==> src/fwr_pkg.sv <==
// shared types and constants of the firmware image receiver
package fwr_pkg;

  localparam int unsigned InitBytes   = 8;
  localparam int unsigned DivNumW     = 39;
  localparam int unsigned DivSteps    = DivNumW;
  localparam int unsigned DivCntW     = $clog2(DivSteps + 1);
  localparam logic [31:0] CrcInit     = 32'hFFFF_FFFF;
  localparam logic [31:0] CrcPoly     = 32'hEDB8_8320;
  localparam logic [6:0]  PctMax      = 7'd100;

  localparam logic [7:0] CMD_ABORT  = 8'd0;
  localparam logic [7:0] CMD_RESET  = 8'd1;
  localparam logic [7:0] CMD_APPLY  = 8'd2;
  localparam logic [7:0] CMD_STATUS = 8'd3;

  localparam logic [1:0] CFG_MAX_SIZE     = 2'd0;
  localparam logic [1:0] CFG_CRC_EN       = 2'd1;
  localparam logic [1:0] CFG_ACK_INTERVAL = 2'd2;

  typedef enum logic [2:0] {
    PH_IDLE  = 3'd0,
    PH_RECV  = 3'd1,
    PH_VALID = 3'd2,
    PH_APPLY = 3'd3,
    PH_ERROR = 3'd4
  } phase_e;

  typedef enum logic [2:0] {
    ERR_NONE       = 3'd0,
    ERR_BAD_INIT   = 3'd1,
    ERR_TOO_LARGE  = 3'd2,
    ERR_BEGIN_FAIL = 3'd3,
    ERR_WRITE_FAIL = 3'd4,
    ERR_CRC        = 3'd5,
    ERR_FINALIZE   = 3'd6
  } err_e;

  typedef enum logic [3:0] {
    ST_IDLE,
    ST_DISPATCH,
    ST_INIT_CHK,
    ST_CRC,
    ST_PCT,
    ST_PCT_WAIT,
    ST_MOD_WAIT,
    ST_REPORT,
    ST_ACK,
    ST_FIN_VALID,
    ST_FIN_EMIT1,
    ST_FIN_CHECK,
    ST_FIN_EMIT2
  } ctrl_state_e;

  typedef struct packed {
    logic   in_load;
    logic   init_step;
    logic   init_clear;
    logic   load_exp;
    logic   start_recv;
    logic   full_reset;
    logic   pend_inc;
    logic   pend_clear;
    logic   crc_start;
    logic   commit;
    logic   set_err;
    err_e   err_code;
    logic   set_phase;
    phase_e phase_val;
    logic   div_start;
    logic   div_sel_mod;
    logic   pct_latch;
    logic   last_pct_upd;
    logic   out_load;
    logic   out_kind;
    logic   out_last;
  } dp_cmd_t;

  typedef struct packed {
    phase_e     phase;
    logic       op;
    logic       pkt_end;
    logic [7:0] command;
    logic       wfail;
    logic       ffail;
    logic       has_data;
    logic       init_len_ok;
    logic       size_zero;
    logic       too_large;
    logic       crc_done;
    logic       div_done;
    logic       pct_changed;
    logic       complete;
    logic       ack_en;
    logic       rem_zero;
    logic       crc_fail;
    logic       out_free;
  } dp_status_t;

endpackage

==> src/fwr_ctrl.sv <==
// controller state machine sequencing init, data, divide and report steps
module fwr_ctrl (
  input  logic                clk_i,
  input  logic                rst_ni,
  input  logic                in_valid_i,
  output logic                in_ready_o,
  input  fwr_pkg::dp_status_t st_i,
  output fwr_pkg::dp_cmd_t    cmd_o
);
  import fwr_pkg::*;

  ctrl_state_e state_q, state_d;
  logic rep_q, rep_d, ack_q, ack_d, fin_q, fin_d, dend_q, dend_d;

  always_ff @(posedge clk_i or negedge rst_ni) begin
    if (!rst_ni) begin
      state_q <= ST_IDLE;
      rep_q   <= 1'b0;
      ack_q   <= 1'b0;
      fin_q   <= 1'b0;
      dend_q  <= 1'b0;
    end else begin
      state_q <= state_d;
      rep_q   <= rep_d;
      ack_q   <= ack_d;
      fin_q   <= fin_d;
      dend_q  <= dend_d;
    end
  end

  always_comb begin
    state_d    = state_q;
    rep_d      = rep_q;
    ack_d      = ack_q;
    fin_d      = fin_q;
    dend_d     = dend_q;
    cmd_o      = '0;
    cmd_o.err_code  = ERR_NONE;
    cmd_o.phase_val = PH_IDLE;
    in_ready_o = 1'b0;
    case (state_q)
      ST_IDLE: begin
        in_ready_o = 1'b1;
        if (in_valid_i) begin
          cmd_o.in_load = 1'b1;
          rep_d  = 1'b0;
          ack_d  = 1'b0;
          fin_d  = 1'b0;
          dend_d = 1'b0;
          state_d = ST_DISPATCH;
        end
      end
      ST_DISPATCH: begin
        state_d = ST_IDLE;
        if (!st_i.op) begin
          if (st_i.phase == PH_IDLE) begin
            cmd_o.init_step = 1'b1;
            if (st_i.pkt_end) state_d = ST_INIT_CHK;
          end else if (st_i.phase == PH_RECV) begin
            cmd_o.pend_inc  = 1'b1;
            cmd_o.crc_start = 1'b1;
            state_d = ST_CRC;
          end
        end else begin
          case (st_i.command)
            CMD_ABORT, CMD_RESET: begin
              cmd_o.full_reset = 1'b1;
              rep_d   = 1'b1;
              state_d = ST_PCT;
            end
            CMD_APPLY: begin
              if (st_i.phase == PH_IDLE && st_i.has_data) begin
                fin_d   = 1'b1;
                state_d = ST_PCT;
              end
            end
            CMD_STATUS: begin
              rep_d   = 1'b1;
              state_d = ST_PCT;
            end
            default: state_d = ST_IDLE;
          endcase
        end
      end
      ST_INIT_CHK: begin
        cmd_o.init_clear = 1'b1;
        rep_d   = 1'b1;
        state_d = ST_PCT;
        if (!st_i.init_len_ok) begin
          cmd_o.set_err  = 1'b1;
          cmd_o.err_code = ERR_BAD_INIT;
        end else begin
          cmd_o.load_exp = 1'b1;
          if (st_i.size_zero) begin
            cmd_o.set_err  = 1'b1;
            cmd_o.err_code = ERR_BAD_INIT;
          end else if (st_i.too_large) begin
            cmd_o.set_err  = 1'b1;
            cmd_o.err_code = ERR_TOO_LARGE;
          end else if (st_i.wfail) begin
            cmd_o.set_err  = 1'b1;
            cmd_o.err_code = ERR_BEGIN_FAIL;
          end else begin
            cmd_o.start_recv = 1'b1;
          end
        end
      end
      ST_CRC: begin
        if (st_i.crc_done) begin
          if (!st_i.pkt_end) begin
            state_d = ST_IDLE;
          end else if (st_i.wfail) begin
            cmd_o.pend_clear = 1'b1;
            cmd_o.set_err    = 1'b1;
            cmd_o.err_code   = ERR_WRITE_FAIL;
            rep_d   = 1'b1;
            state_d = ST_PCT;
          end else begin
            cmd_o.commit = 1'b1;
            dend_d  = 1'b1;
            state_d = ST_PCT;
          end
        end
      end
      ST_PCT: begin
        cmd_o.div_start = 1'b1;
        state_d = ST_PCT_WAIT;
      end
      ST_PCT_WAIT: begin
        if (st_i.div_done) begin
          cmd_o.pct_latch = 1'b1;
          if (dend_q) begin
            rep_d = st_i.pct_changed || st_i.complete;
            fin_d = st_i.complete;
            cmd_o.last_pct_upd = rep_d;
            if (st_i.ack_en) begin
              cmd_o.div_start   = 1'b1;
              cmd_o.div_sel_mod = 1'b1;
              state_d = ST_MOD_WAIT;
            end else begin
              state_d = rep_d ? ST_REPORT : (fin_d ? ST_FIN_VALID : ST_IDLE);
            end
          end else begin
            state_d = rep_q ? ST_REPORT : (fin_q ? ST_FIN_VALID : ST_IDLE);
          end
        end
      end
      ST_MOD_WAIT: begin
        if (st_i.div_done) begin
          ack_d = st_i.rem_zero;
          state_d = rep_q ? ST_REPORT :
                    (ack_d ? ST_ACK : (fin_q ? ST_FIN_VALID : ST_IDLE));
        end
      end
      ST_REPORT: begin
        if (st_i.out_free) begin
          cmd_o.out_load = 1'b1;
          cmd_o.out_last = !ack_q && !fin_q;
          state_d = ack_q ? ST_ACK : (fin_q ? ST_FIN_VALID : ST_IDLE);
        end
      end
      ST_ACK: begin
        if (st_i.out_free) begin
          cmd_o.out_load = 1'b1;
          cmd_o.out_kind = 1'b1;
          cmd_o.out_last = !fin_q;
          state_d = fin_q ? ST_FIN_VALID : ST_IDLE;
        end
      end
      ST_FIN_VALID: begin
        cmd_o.set_phase = 1'b1;
        cmd_o.phase_val = PH_VALID;
        state_d = ST_FIN_EMIT1;
      end
      ST_FIN_EMIT1: begin
        if (st_i.out_free) begin
          cmd_o.out_load = 1'b1;
          state_d = ST_FIN_CHECK;
        end
      end
      ST_FIN_CHECK: begin
        if (st_i.crc_fail) begin
          cmd_o.set_err  = 1'b1;
          cmd_o.err_code = ERR_CRC;
        end else if (st_i.ffail) begin
          cmd_o.set_err  = 1'b1;
          cmd_o.err_code = ERR_FINALIZE;
        end else begin
          cmd_o.set_phase = 1'b1;
          cmd_o.phase_val = PH_APPLY;
        end
        state_d = ST_FIN_EMIT2;
      end
      ST_FIN_EMIT2: begin
        if (st_i.out_free) begin
          cmd_o.out_load = 1'b1;
          cmd_o.out_last = 1'b1;
          state_d = ST_IDLE;
        end
      end
      default: state_d = ST_IDLE;
    endcase
  end

`ifndef SYNTHESIS
  a_load_free: assert property (@(posedge clk_i) disable iff (!rst_ni)
    cmd_o.out_load |-> st_i.out_free) else $error("result loaded into busy output");
  a_fin_emit: assert property (@(posedge clk_i) disable iff (!rst_ni)
    state_q == ST_FIN_EMIT1 && st_i.out_free |=> state_q == ST_FIN_CHECK)
    else $error("finalize sequence skipped");
  a_ready_idle: assert property (@(posedge clk_i) disable iff (!rst_ni)
    cmd_o.in_load |=> state_q == ST_DISPATCH) else $error("accepted beat not dispatched");
`endif

endmodule

==> src/fwr_datapath.sv <==
// datapath: state registers, bit-serial crc, shared divider and output register
module fwr_datapath (
  input  logic                clk_i,
  input  logic                rst_ni,
  input  logic                cfg_we_i,
  input  logic [1:0]          cfg_idx_i,
  input  logic [31:0]         cfg_wdata_i,
  input  logic [23:0]         in_tdata_i,
  input  logic                in_tuser_i,
  input  logic                in_tlast_i,
  output logic                out_tvalid_o,
  input  logic                out_tready_i,
  output logic [111:0]        out_tdata_o,
  output logic                out_tuser_o,
  output logic                out_tlast_o,
  input  fwr_pkg::dp_cmd_t    cmd_i,
  output fwr_pkg::dp_status_t st_o
);
  import fwr_pkg::*;

  logic [31:0] max_q;
  logic        crc_en_q;
  logic [7:0]  ai_q;

  logic        op_q, end_q, wfail_q, ffail_q, has_q;
  logic [7:0]  byte_q, command_q;

  phase_e      phase_q;
  err_e        err_q;
  logic [31:0] exp_q, exp_crc_q, recv_q, crc_q, chunk_q, pend_q;
  logic [6:0]  last_pct_q, pct_q;
  logic [3:0]  init_cnt_q;
  logic [63:0] init_sh_q;
  logic [3:0]  crc_cnt_q;

  logic [DivNumW-1:0] num_q;
  logic [32:0]        rem_q;
  logic [31:0]        div_q;
  logic [DivCntW-1:0] div_cnt_q;

  logic        out_valid_q, out_kind_q, out_last_q;
  phase_e      out_phase_q;
  err_e        out_err_q;
  logic [6:0]  out_pct_q;
  logic [31:0] out_recv_q, out_exp_q, out_crc_q;

  logic [32:0]        rem_sh, rem_sub;
  logic               rem_ge;
  logic [DivNumW-1:0] num_pct;
  logic [6:0]         pct_calc;
  logic [32:0]        recv_sum;
  logic               out_free;

  assign rem_sh  = {rem_q[31:0], num_q[DivNumW-1]};
  assign rem_ge  = rem_sh >= {1'b0, div_q};
  assign rem_sub = rem_sh - {1'b0, div_q};
  assign num_pct = ({7'd0, recv_q} << 6) + ({7'd0, recv_q} << 5) + ({7'd0, recv_q} << 2);
  assign pct_calc = (exp_q == 32'd0) ? 7'd0 :
                    (num_q > DivNumW'(PctMax)) ? PctMax : num_q[6:0];
  assign recv_sum = {1'b0, recv_q} + {1'b0, pend_q};
  assign out_free = !out_valid_q || out_tready_i;

  // configuration
  always_ff @(posedge clk_i or negedge rst_ni) begin
    if (!rst_ni) begin
      max_q    <= 32'd1048576;
      crc_en_q <= 1'b1;
      ai_q     <= 8'd0;
    end else if (cfg_we_i) begin
      case (cfg_idx_i)
        CFG_MAX_SIZE:     max_q    <= cfg_wdata_i;
        CFG_CRC_EN:       crc_en_q <= cfg_wdata_i[0];
        CFG_ACK_INTERVAL: ai_q     <= cfg_wdata_i[7:0];
        default: ;
      endcase
    end
  end

  // input beat
  always_ff @(posedge clk_i) begin
    if (cmd_i.in_load) begin
      op_q      <= in_tuser_i;
      end_q     <= in_tlast_i;
      byte_q    <= in_tdata_i[7:0];
      command_q <= in_tdata_i[15:8];
      wfail_q   <= in_tdata_i[16];
      ffail_q   <= in_tdata_i[17];
      has_q     <= in_tdata_i[18];
    end
  end

  // engine state
  always_ff @(posedge clk_i or negedge rst_ni) begin
    if (!rst_ni) begin
      phase_q    <= PH_IDLE;
      err_q      <= ERR_NONE;
      exp_q      <= '0;
      exp_crc_q  <= '0;
      recv_q     <= '0;
      crc_q      <= CrcInit;
      last_pct_q <= '0;
      chunk_q    <= '0;
      pend_q     <= '0;
      init_cnt_q <= '0;
      init_sh_q  <= '0;
      crc_cnt_q  <= '0;
      pct_q      <= '0;
    end else begin
      if (cmd_i.full_reset) begin
        phase_q    <= PH_IDLE;
        err_q      <= ERR_NONE;
        exp_q      <= '0;
        exp_crc_q  <= '0;
        recv_q     <= '0;
        crc_q      <= CrcInit;
        last_pct_q <= '0;
        chunk_q    <= '0;
        pend_q     <= '0;
        init_cnt_q <= '0;
        init_sh_q  <= '0;
      end
      if (cmd_i.init_step) begin
        if (init_cnt_q < 4'(InitBytes)) init_sh_q[{init_cnt_q[2:0], 3'b000} +: 8] <= byte_q;
        if (init_cnt_q <= 4'(InitBytes)) init_cnt_q <= init_cnt_q + 4'd1;
      end
      if (cmd_i.init_clear) begin
        init_cnt_q <= '0;
        init_sh_q  <= '0;
      end
      if (cmd_i.load_exp) begin
        exp_q     <= init_sh_q[31:0];
        exp_crc_q <= init_sh_q[63:32];
      end
      if (cmd_i.start_recv) begin
        recv_q     <= '0;
        crc_q      <= CrcInit;
        last_pct_q <= '0;
        chunk_q    <= '0;
        pend_q     <= '0;
        phase_q    <= PH_RECV;
      end
      if (cmd_i.pend_inc && pend_q != 32'hFFFF_FFFF) pend_q <= pend_q + 32'd1;
      if (cmd_i.pend_clear) pend_q <= '0;
      if (cmd_i.commit) begin
        recv_q  <= recv_sum[32] ? 32'hFFFF_FFFF : recv_sum[31:0];
        pend_q  <= '0;
        chunk_q <= chunk_q + 32'd1;
      end
      if (cmd_i.crc_start) begin
        if (crc_en_q) begin
          crc_q     <= crc_q ^ {24'd0, byte_q};
          crc_cnt_q <= 4'd8;
        end
      end else if (crc_cnt_q != 4'd0) begin
        crc_q     <= crc_q[0] ? ((crc_q >> 1) ^ CrcPoly) : (crc_q >> 1);
        crc_cnt_q <= crc_cnt_q - 4'd1;
      end
      if (cmd_i.set_err) begin
        err_q   <= cmd_i.err_code;
        phase_q <= PH_ERROR;
      end
      if (cmd_i.set_phase) phase_q <= cmd_i.phase_val;
      if (cmd_i.pct_latch) pct_q <= pct_calc;
      if (cmd_i.last_pct_upd) last_pct_q <= pct_calc;
    end
  end

  // shared bit-serial divider
  always_ff @(posedge clk_i or negedge rst_ni) begin
    if (!rst_ni) begin
      div_cnt_q <= '0;
    end else if (cmd_i.div_start) begin
      div_cnt_q <= DivCntW'(DivSteps);
    end else if (div_cnt_q != '0) begin
      div_cnt_q <= div_cnt_q - DivCntW'(1);
    end
  end

  always_ff @(posedge clk_i) begin
    if (cmd_i.div_start) begin
      rem_q <= '0;
      if (cmd_i.div_sel_mod) begin
        num_q <= {7'd0, chunk_q};
        div_q <= {24'd0, ai_q};
      end else begin
        num_q <= num_pct;
        div_q <= exp_q;
      end
    end else if (div_cnt_q != '0) begin
      rem_q <= rem_ge ? rem_sub : rem_sh;
      num_q <= {num_q[DivNumW-2:0], rem_ge};
    end
  end

  // output register
  always_ff @(posedge clk_i or negedge rst_ni) begin
    if (!rst_ni) begin
      out_valid_q <= 1'b0;
    end else if (cmd_i.out_load) begin
      out_valid_q <= 1'b1;
    end else if (out_tready_i) begin
      out_valid_q <= 1'b0;
    end
  end

  always_ff @(posedge clk_i) begin
    if (cmd_i.out_load) begin
      out_kind_q <= cmd_i.out_kind;
      out_last_q <= cmd_i.out_last;
      if (cmd_i.out_kind) begin
        out_phase_q <= PH_IDLE;
        out_err_q   <= ERR_NONE;
        out_pct_q   <= '0;
        out_recv_q  <= '0;
        out_exp_q   <= '0;
        out_crc_q   <= '0;
      end else begin
        out_phase_q <= phase_q;
        out_err_q   <= err_q;
        out_pct_q   <= pct_q;
        out_recv_q  <= recv_q;
        out_exp_q   <= exp_q;
        out_crc_q   <= crc_q ^ CrcInit;
      end
    end
  end

  assign out_tvalid_o = out_valid_q;
  assign out_tuser_o  = out_kind_q;
  assign out_tlast_o  = out_last_q;
  assign out_tdata_o  = {3'd0, out_crc_q, out_exp_q, out_recv_q, out_pct_q,
                         out_err_q, out_phase_q};

  always_comb begin
    st_o.phase       = phase_q;
    st_o.op          = op_q;
    st_o.pkt_end     = end_q;
    st_o.command     = command_q;
    st_o.wfail       = wfail_q;
    st_o.ffail       = ffail_q;
    st_o.has_data    = has_q;
    st_o.init_len_ok = init_cnt_q == 4'(InitBytes);
    st_o.size_zero   = init_sh_q[31:0] == 32'd0;
    st_o.too_large   = init_sh_q[31:0] > max_q;
    st_o.crc_done    = crc_cnt_q == 4'd0;
    st_o.div_done    = div_cnt_q == '0;
    st_o.pct_changed = pct_calc != last_pct_q;
    st_o.complete    = recv_q >= exp_q;
    st_o.ack_en      = ai_q != 8'd0;
    st_o.rem_zero    = rem_q == 33'd0;
    st_o.crc_fail    = crc_en_q && exp_crc_q != 32'd0 && (crc_q ^ CrcInit) != exp_crc_q;
    st_o.out_free    = out_free;
  end

`ifndef SYNTHESIS
  a_pct_range: assert property (@(posedge clk_i) disable iff (!rst_ni)
    out_valid_q |-> out_pct_q <= PctMax) else $error("percent above limit");
  a_div_idle: assert property (@(posedge clk_i) disable iff (!rst_ni)
    cmd_i.div_start |-> div_cnt_q == '0) else $error("divider restarted while busy");
  a_crc_recv: assert property (@(posedge clk_i) disable iff (!rst_ni)
    crc_cnt_q != 4'd0 |-> phase_q == PH_RECV) else $error("crc running outside receive");
`endif

endmodule

==> src/firmware_image_receiver.sv <==
// top level of the firmware image receiver
// Usage:
//   The slave stream carries one beat per byte or command. tuser selects a data
//   byte (0) or a control command (1); tlast marks the last byte of a data packet.
//   In idle, an 8-byte init packet gives size and CRC-32, little-endian; later
//   packets carry the image, checked with a bit-serial CRC-32.
//   The master stream carries result beats: tuser 0 is a progress report, 1 an
//   ack; tlast marks the last result caused by one input beat.
//   Timing: a data byte of the image runs through the CRC one bit per cycle; the first
//   result of a command or a packet end waits on the 39-step bit-serial divider, shared
//   by the percent and the ack interval; a packet end with acks runs the divider twice.
//   One item is in work at a time; the next beat is taken once the last result
//   of the previous one sits in the output register.
//   A stalled master side holds the output register and the engine waits there.
//   Reset clears the engine to idle, the limit to 1 MiB, CRC checking on, acks off.
//   Configuration is to be written on cfg_we_i while no beat is in work (not enforced).
module firmware_image_receiver (
  input  logic         clk_i,
  input  logic         rst_ni,
  input  logic         cfg_we_i,
  input  logic [1:0]   cfg_idx_i,
  input  logic [31:0]  cfg_wdata_i,
  input  logic         s_axis_tvalid_i,
  output logic         s_axis_tready_o,
  // data_byte[7:0], command[15:8], write_fail[16], finalize_fail[17],
  // storage_has_data[18], zero fill
  input  logic [23:0]  s_axis_tdata_i,
  // op
  input  logic         s_axis_tuser_i,
  input  logic         s_axis_tlast_i,
  output logic         m_axis_tvalid_o,
  input  logic         m_axis_tready_i,
  // status_state[2:0], error_code[5:3], percent[12:6], bytes_received[44:13],
  // bytes_expected[76:45], crc_value[108:77], zero fill
  output logic [111:0] m_axis_tdata_o,
  // kind
  output logic         m_axis_tuser_o,
  output logic         m_axis_tlast_o
);
  import fwr_pkg::*;

  dp_cmd_t    cmd;
  dp_status_t st;

  fwr_ctrl u_ctrl (
    .clk_i      (clk_i),
    .rst_ni     (rst_ni),
    .in_valid_i (s_axis_tvalid_i),
    .in_ready_o (s_axis_tready_o),
    .st_i       (st),
    .cmd_o      (cmd)
  );

  fwr_datapath u_datapath (
    .clk_i        (clk_i),
    .rst_ni       (rst_ni),
    .cfg_we_i     (cfg_we_i),
    .cfg_idx_i    (cfg_idx_i),
    .cfg_wdata_i  (cfg_wdata_i),
    .in_tdata_i   (s_axis_tdata_i),
    .in_tuser_i   (s_axis_tuser_i),
    .in_tlast_i   (s_axis_tlast_i),
    .out_tvalid_o (m_axis_tvalid_o),
    .out_tready_i (m_axis_tready_i),
    .out_tdata_o  (m_axis_tdata_o),
    .out_tuser_o  (m_axis_tuser_o),
    .out_tlast_o  (m_axis_tlast_o),
    .cmd_i        (cmd),
    .st_o         (st)
  );

endmodule

==> config.mk <==
export PLATFORM = sky130hd
export DESIGN_NAME = firmware_image_receiver
export DESIGN_NICKNAME = d
export VERILOG_FILES = /design/src/fwr_pkg.sv /design/src/fwr_ctrl.sv /design/src/fwr_datapath.sv /design/src/firmware_image_receiver.sv
export SDC_FILE = /design/constraint.sdc
export NUM_CORES = 1
export LEC_CHECK = 0
export BUFFER_PORTS_ARGS = -buffer_cell sky130_fd_sc_hd__buf_2
export CORE_AREA = 10 10 250 252
export CTS_CLUSTER_DIAMETER = 30
export DETAILED_ROUTE_END_ITERATION = 7
export DIE_AREA = 0 0 260 262
export HOLD_SLACK_MARGIN = 0.15
export PLACE_DENSITY_LB_ADDON = 0.15
export SYNTH_ARGS = -nofsm -noshare
export SYNTH_HDL_FRONTEND = slang
export SYNTH_SLANG_ARGS = --single-unit
==> constraint.sdc <==
create_clock -name clk_i -period 5.7 [get_ports clk_i]
set_input_delay 1.14 -clock clk_i [delete_from_list [all_inputs] [get_ports clk_i]]
set_output_delay 1.14 -clock clk_i [all_outputs]
set_load 0.005 [all_outputs]
==> Yosys cells after proc, flatten, opt, wreduce, memory -nomap -nowiden <==
Index checks and enable logic that the tools add are counted.
{ "word_totals": {"input_bits": 65, "output_inout_bits": 116, "reg_bits": 576} }
{ "op_classes": {"eq_ne": 39, "add_sub_neg": 10, "bitwise": 3, "shift": 2, "n_lt_le_gt_ge": 6, "muxes": 141, "reduce_logical": 48} }
{ "op_table": {"columns": ["op", "n"], "rows": [
  ["$mux 32", 16],
  ["$mux 64", 4],
  ["$mux 4", 35],
  ["$mux 39", 3],
  ["$add 32x1->32 const B", 2],
  ["$bwmux 64", 1],
  ["$logic_not 32->1", 2],
  ["$shift 8x8->64 const A", 1],
  ["$shiftx 8x8->64", 1],
  ["$pmux 4 s13", 1],
  ["$mux 1", 43],
  ["$add 38x37->39", 1],
  ["$add 39x34->39", 1],
  ["$gt 39x7->1 const B", 1],
  ["$mux 7", 5],
  ["$add 32x32->33", 1],
  ["$ge 33x32->1", 1],
  ["$logic_not 33->1", 1],
  ["$mux 33", 1],
  ["$sub 33x32->33", 1],
  ["$ge 32x32->1", 1],
  ["$gt 32x32->1", 1],
  ["$ne 32x32->1", 1],
  ["$ne 32x32->1 const B", 1],
  ["other kinds (54)", 123]
]} }

==> Logic depth before layout (Yosys ltp) <==
Gate-level depths: netlist (run 1).
{ "depth": {"word_depth": 10, "depth_mapped": 14, "ltp_nobuf": 13} }

==> Modules after synthesis <==
From an unflattened synthesis (run 1), not the netlist that was laid out.
{ "unflattened": {"cells_unflattened": 3339, "area_unflattened_um2": 32459.9} }
{ "modules_own_cells": {"columns": ["mod", "area_each_um2", "n_inst", "cells_each", "seq_area_each_um2"], "rows": [
  ["fwr_datapath", 31255.0, 1, 3175, 15107.0],
  ["fwr_ctrl", 1204.9, 1, 164, 200.2]
]} }

==> Worst setup path before layout (run 1) <==
Ideal clock, no wire load.
{ "synth_path": {"path_kind": "input port to flip-flop", "from": "input port m_axis_tready_i", "to": "register u_datapath.out_crc_q[0], enable pin", "path_slack_ps": -739, "arrival_ps": 5856, "path_stages": 2, "t_required_ps": 5118, "setup_time_ps": 582, "path_cell_list": "nor2b_1 > nor2_1"} }
{ "synth_lines": {"columns": ["element", "line_no", "rtl"], "rows": [
  ["start, declared", "firmware_image_receiver.sv:32", "input logic m_axis_tready_i,"],
  ["end signal, assigned", "fwr_datapath.sv:223", "out_crc_q <= crc_q ^ CrcInit;"],
  ["end, declared", "fwr_datapath.sv:45", "logic [31:0] out_recv_q, out_exp_q, out_crc_q;"]
]} }

==> Worst setup path after layout (run 1) <==
{ "layout_path": {"from": "register u_datapath.recv_q[20]", "to": "register u_datapath.num_q[38] (data pin)"} }
{ "layout_via": {"elab_chain_len": 4} }
{ "layout_rtl": {"columns": ["element", "line_no", "rtl"], "rows": [
  ["start, declared", "fwr_datapath.sv:30", "logic [31:0] exp_q, exp_crc_q, recv_q, crc_q, chunk_q, pend_q;"],
  ["start signal, assigned", "fwr_datapath.sv:145", "recv_q <= recv_sum[32] ? 32'hFFFF_FFFF : recv_sum[31:0];"],
  ["$add 38x37->39", "fwr_datapath.sv:57", "assign num_pct = ({7'd0, recv_q} << 6) + ({7'd0, recv_q} << 5) + ({7'd0, recv_q} << 2);"],
  ["$add 39x34->39 (*)", "fwr_datapath.sv:57", null],
  ["$mux 39 (*)", "fwr_datapath.sv:182", "if (cmd_i.div_sel_mod) begin"],
  ["$mux 39 (*)", "fwr_datapath.sv:180", "if (cmd_i.div_start) begin"],
  ["end signal, assigned", "fwr_datapath.sv:183", "num_q <= {7'd0, chunk_q};"],
  ["end signal, assigned", "fwr_datapath.sv:186", "num_q <= num_pct;"],
  ["end signal, assigned", "fwr_datapath.sv:191", "num_q <= {num_q[DivNumW-2:0], rem_ge};"],
  ["end, declared", "fwr_datapath.sv:36", "logic [DivNumW-1:0] num_q;"]
]} }
Every way passes the cells marked *; elsewhere a longest branch is shown, timed or not.
A chain may end at the register's enable or synchronous reset.

==> impl_metrics.toml, run 1 <==
[status]
outcome = "finished clean"

[cts]
cts_tree = "done"
cts_buffers = 133
cts_setup_buffers = 0
clk_latency_ps = 710
cts-htree-levels = 4
root_buffer = "clkbuf_16"
holdBufCountCts = 0
ctsResizeCount = 0
clk_pin_slew_worst_paths_ps = 50
cts_buffer_depth = 3
cts_num_sinks = 576

[critical_path]
worstSetupPathType = "reg2reg"
worstSetupStartpointType = "flop"
critPathMaxFanout = 7
crit_path_end_kind = "flop"
cp_slowest_cell = "dfrtp_1"
crit_arrival_ps = 4620
cpPeakStageDelay_ps = 650
path_buf_inv = 0
required_ps = 6130
cp_cell_sequence = "fa_1 > ha_1 > a21o_1 > a211o_1 > a2111oi_0 > a21oi_1 > a211oi_1 > o21bai_1 > a21o_1 > a2111oi_0 > nor3_1"
cp_top_family = "compound AO/OA/AOI/OAI gates"

[sta]
finalSetupViolations = 0
maxSlewHeadroom = 0.254
hold_viol = 0
worst_pin_slew_ps = 1120
setup_tns_ps = 0
rsz0062_at_grt = "false"
min_period_over_period = 0.735
fmax_ghz = 0.239
drv_slew = 0
skew_ps = 41.6
final.min_clock_period_ps = 4190

[power]
p_switching_w = 0.00688
p_int_w = 0.0126
powerDensity_nw_per_um2 = 517
power.share.combinational = 0.292
max-vdd-ir-drop_uv = 341
power.share.sequential = 0.333
leakage_nw = 16.6
pwr-share-clk = 0.375
switching_share = 0.353
power_w = 0.0195

[route]
ant_nets = 0
num_vias = 26700
wl_per_cell_um = 21.7
drt-pass1-iter-count = 6
first_iter_violations = 2633
drc = 0
totalWireLength_um = 94300
routed_via_density = 6.14

[global_routing]
grt_pass1_vias = 26300
overflow = 0
antenna_found_initial = 3
grt_pass1_wl_um = 146000
grt_usage = 0.274
grt_max_degree = 139

[synthesis]
synthFlopType = "dfrtp_1"
synth_cell_types = 92
synth_area_leader_cell = "dfrtp_1"
netlist_instances = 3289
yosysSeqAreaShare = 0.481
ys_top_cells_by_area = "dfrtp_1 24%, edfxtp_1 19%, ha_1 6.7%, nand2_1 4.5%, o21ai_0 3.9%"
async_flop_share = 0.590
avgSynthCellArea_um2 = 9.68
synth-edff-count = 203
synth_warnings = 0
syn_area_um2 = 31800
synth_top_area_frac = 0.241
synth-seq-cells = 576

[final_layout]
fillers = 4473
drive_above_1_share = 0.144
layout.nets = 3743
finalNonFillerCells = 4352
final_area_um2 = 37800
utilization = 0.659
syn2layout_area_growth_pct = 18.7

[floorplanning]
initial_core_util = 0.555
dieArea_um2 = 68100
core-area_um2 = 57400
die_h_um = 262
rows = 88
io_pins = 181
die_w_um = 260

[place]
post_dp_cell_area_um2 = 33400
place_hpwl_um = 67300
globalplace.congestion = 0.924
place_inst = 4106
portBuffers = 172

[worst_hold_path]
holdCritPathClass = "in2async"

[run]
drv_cap = 0
[final timing paths]
path                                                    from  depth (start not counted)                                  to  slack (ps)
setup / recovery           u_datapath.recv_q[20]$_DFFE_PN0P_                         11      u_datapath.num_q[38]$_DFFE_PP_        1510
hold / removal                                        rst_ni                          1  u_datapath.chunk_q[16]$_DFFE_PN0P_         460
setup reg to reg           u_datapath.recv_q[20]$_DFFE_PN0P_                         11      u_datapath.num_q[38]$_DFFE_PP_        1510
hold reg to reg              u_datapath.pct_q[0]$_DFFE_PN0P_                          2     u_datapath.pct_q[0]$_DFFE_PN0P_         470
max in group asynchronous                             rst_ni                          2  u_datapath.init_sh_q[11]$_DFF_PN0_        3910
min in group clk_i           u_datapath.pct_q[0]$_DFFE_PN0P_                          2     u_datapath.pct_q[0]$_DFFE_PN0P_         470
[cells by family after synthesis]
| kind of cell | synth area share |
|---|---|
| flip-flops | 0.481 |
| buffers and inverters | 0.0382 |
| AO/OA/AOI/OAI | 0.163 |
| adder cells (fa/ha/maj) | 0.0867 |
| multiplexers | 0.0146 |
| other | 0.000118 |
| XOR/XNOR | 0.0410 |
| AND/OR/NAND/NOR | 0.175 |
[synth_stat cells, types with 16 or more instances]
library cell	n
nand2_1	385
dfrtp_1	306
nor2_1	279
o21ai_0	248
a21oi_1	217
edfxtp_1	203
ha_1	171
inv_1	157
nand3_1	141
clkbuf_1	117
xor2_1	93
xnor2_1	56
nor2b_1	53
a31oi_1	52
a21o_1	51
nor4_1	51
nand4_1	49
nor3_1	49
o31ai_1	41
dfstp_2	34
and3_1	33
dfxtp_1	33
fa_1	31
a22oi_1	30
nand2b_1	26
mux2i_1	25
or3_1	22
o211ai_1	21
o21a_1	20
mux2_2	19
a211oi_1	17
buf_2	16
[worst register-to-register path, delay by kind of cell (launching register included)]
family                     cells  cell delay, ps
AOI/OAI and AO/OA              8            2270
adders and majority gates      2             880
DFF                            1             650
and+or+nand+nor                1             120
[flip-flops by register name, summed over array words and instances, names as in the netlist, 4 cells and up]
| signal | count |
|---|---|
| u_datapath.init_sh_q | 64 |
| u_datapath.num_q | 39 |
| u_datapath.rem_q | 33 |
| u_datapath.chunk_q | 32 |
| u_datapath.crc_q | 32 |
| u_datapath.div_q | 32 |
| u_datapath.exp_crc_q | 32 |
| u_datapath.exp_q | 32 |
| u_datapath.max_q | 32 |
| u_datapath.out_crc_q | 32 |
| u_datapath.out_exp_q | 32 |
| u_datapath.out_recv_q | 32 |
| u_datapath.pend_q | 32 |
| u_datapath.recv_q | 32 |
| u_datapath.ai_q | 8 |
| u_datapath.byte_q | 8 |
| u_datapath.command_q | 8 |
| u_datapath.last_pct_q | 7 |
| u_datapath.out_pct_q | 7 |
| u_datapath.pct_q | 7 |
| u_datapath.div_cnt_q | 6 |
| u_ctrl.state_q | 4 |
| u_datapath.crc_cnt_q | 4 |
| u_datapath.init_cnt_q | 4 |
[layer usage]
| metal | global-route usage | share of wire | up-vias |
|---|---|---|---|
| met5 | 0 | 0 | - |
| met2 | 0.425 | 0.46 | 1138 |
| li1 | - | - | 12300 |
| met4 | 0.133 | 0.040 | 0 |
| met1 | 0.363 | 0.42 | 13100 |
| met3 | 0.0566 | 0.084 | 213 |
[cell type report]
type	instances	area (um2)	area share
multi-input combinational	2403	15400	0.407
inverter	157	589	0.0156
timing repair buffer	205	1140	0.0303
sequential	576	15300	0.405
clock buffer	174	3650	0.0967
antenna	1	2.50	0.0000662
tap	765	957	0.0253
clock inverter	71	744	0.0197
[cell usage in the layout, fill, tap and decap left out, drive strengths merged, types with 18 or more instances in the layout]
cell,instances
a211oi,18
a21o,51
a21oi,217
a22oi,30
a31oi,52
and3,33
buf,205
clkbuf,174
clkinv,42
dfrtp,306
dfstp,34
dfxtp,33
edfxtp,203
fa,31
ha,171
inv,169
mux2,19
mux2i,25
nand2,385
nand2b,26
nand3,141
nand4,51
nor2,281
nor2b,54
nor3,50
nor4,53
o211ai,21
o21a,20
o21ai,252
o31ai,41
or3,23
xnor2,56
xor2,93
[per-stage QoR]
stage | hold slack, ps | setup slack (ps)
after floorplan | 442 | 1130
after global placement | 458 | 1590
after detailed placement | 464 | 1600
after global routing | 481 | 1260
final | 464 | 1510
after CTS | 474 | 1520
[power groups by stage]
stage               clock (W)  sequential (W)  combinational, W
global placement            0         0.00647           0.00538
finish                0.00732         0.00650           0.00570
floorplan                   0         0.00598           0.00437
CTS                   0.00739         0.00645           0.00567
detailed placement          0         0.00651           0.00561
global route          0.00762         0.00658           0.00638
No activity file was read; power rests on OpenSTA's default activity.
==> run 2, diff against run 1 <==
Settings changed: CORE_AREA 10 10 250 252 to 10 10 238 240, DIE_AREA 0 0 260 262 to 0 0 248 250.
Clock period 5.7 ns to 4 ns, I/O delays scaled along.
==> impl_metrics.toml, run 2 (synthesis gave the netlist of run 1 again) <==
[place]
place_hpwl_um = 69500
post_dp_cell_area_um2 = 33700
dp_slack_ps = 114
globalplace.congestion = 0.953
portBuffers = 172

[cts]
clk_latency_ps = 670
root_buffer = "clkbuf_16"
cts_buffers = 116
clk_pin_slew_worst_paths_ps = 50
holdBufCountCts = 0
ctsResizeCount = 0
cts_tree = "done"
cts_buffer_depth = 3
cts_setup_buffers = 0
cts_num_sinks = 576
cts-htree-levels = 3

[floorplanning]
initial_core_util = 0.612
die_w_um = 248
core-area_um2 = 52000
dieArea_um2 = 62000
rows = 84
die_h_um = 250
io_pins = 181

[power]
power.share.combinational = 0.312
powerDensity_nw_per_um2 = 736
power.share.sequential = 0.326
p_switching_w = 0.00989
leakage_nw = 16.8
switching_share = 0.355
max-vdd-ir-drop_uv = 402
pwr-share-clk = 0.363
p_int_w = 0.0180

[route]
first_iter_violations = 2878
drc = 0
ant_nets = 0
num_vias = 27100
routed_via_density = 6.29
totalWireLength_um = 96000
drt-pass1-iter-count = 6
wl_per_cell_um = 22.3

[final_layout]
top_register = "u_datapath.init_sh_q"
most-common-layout-cells = "385 x nand2_1, 301 x dfrtp_1, 271 x nor2_1"
reg.largest.list = "u_datapath.init_sh_q x64, u_datapath.num_q x39, u_datapath.rem_q x33"
final_area_um2 = 37900
syn2layout_area_growth_pct = 19.2
final_common_cell = "nand2_1"
utilization = 0.729
largest_reg_flops = 64
drive_above_1_share = 0.160
layout.nets = 3784

[run]
drv_cap = 0

[worst_hold_path]
holdCritPathClass = "in2async"

[critical_path]
required_ps = 4390
critPathMaxFanout = 5
crit_path_end_kind = "flop"
worstSetupStartpointType = "flop"
worstSetupPathType = "reg2reg"
crit_arrival_ps = 4280

[global_routing]
antenna_found_initial = 3
met2_usage = 0.460
grt_pass1_vias = 26600
busiest_layer = "met2"
grt_usage = 0.306
grt_max_degree = 101
overflow = 0
grt_pass1_wl_um = 149000
use_met1 = 0.424
grtUsageMet3 = 0.0586

[sta]
min_period_over_period = 0.972
skew_ps = 33.8
drv_slew = 0
finalSetupViolations = 0
final.min_clock_period_ps = 3890
holdWs_ps = 143
hold_viol = 0
worst_slack_ps = 110
worst_pin_slew_ps = 1050
maxSlewHeadroom = 0.299
fmax_ghz = 0.257

[status]
outcome = "finished clean"
-- run 2: cell count changes in the layout (fill, tap and decap cells not counted), sizes merged --
cell and delta:
buf +58, clkbuf -37, bufinv +10, clkinvlp +8, clkinv -5, diode +1
-- run 2: final timing paths --
kind	endpoint	depth (start not counted)	from	slack, ps
max	u_datapath.num_q[31]$_DFFE_PP_	11	u_datapath.recv_q[2]$_DFFE_PN0P_	110
min	u_datapath.pct_q[4]$_DFFE_PN0P_	1	rst_ni	140
max reg2reg	u_datapath.num_q[31]$_DFFE_PP_	11	u_datapath.recv_q[2]$_DFFE_PN0P_	110
min reg2reg	u_datapath.exp_crc_q[13]$_DFFE_PN0P_	2	u_datapath.init_sh_q[45]$_DFF_PN0_	480
max in group asynchronous	u_datapath.recv_q[18]$_DFFE_PN0P_	2	rst_ni	2780
min in group clk_i	u_datapath.command_q[2]$_DFFE_PP_	1	s_axis_tdata_i[10]	300
-- run 2: layout make-up --
| type | instances | area (um2) |
|---|---|---|
| inverter | 157 | 589 |
| clock buffer | 137 | 3120 |
| fill | 3768 | 14100 |
| multi-input combinational | 2403 | 15400 |
| timing repair buffer | 263 | 1580 |
| clock inverter | 84 | 1070 |
| sequential | 576 | 15300 |
| tap | 688 | 861 |
| antenna | 2 | 5.00 |
-- run 2: critical path, stage by stage (launching register included) --
cell and delay (ps):
dfrtp_2 470, fa_1 520, ha_1 350, a211o_1 330, a2111oi_1 570, or3_1 240, nand3_1 120, a41o_1 340
and3_1 220, nor3b_1 240, xor2_1 160, o21ai_0 80
-- run 2: metrics by stage --
step	power, W	instances	TNS [ps]
6_report	0.0279	4310	0
3_5_place_dp	0.0176	4087	0
4_1_cts	0.0278	4308	0
2_1_floorplan	0.0147	3291	0
5_1_grt	0.0293	4310	-121
3_3_place_gp	0.0173	4087	0
-- run 2: layer usage --
metal,vias up,routed length [um]
li1,12400,-
met4,0,3880
met5,-,0
met1,13200,40200
met3,242,8970
met2,1285,43000
-- run 2: power by group through the flow --
stage	clock [W]	combinational [W]	sequential, W
6_report	0.0101	0.00870	0.00909
5_1_grt	0.0105	0.00966	0.00919
4_1_cts	0.0102	0.00859	0.00902
3_5_place_dp	0	0.00849	0.00909
3_3_place_gp	0	0.00820	0.00905
2_1_floorplan	0	0.00623	0.00851
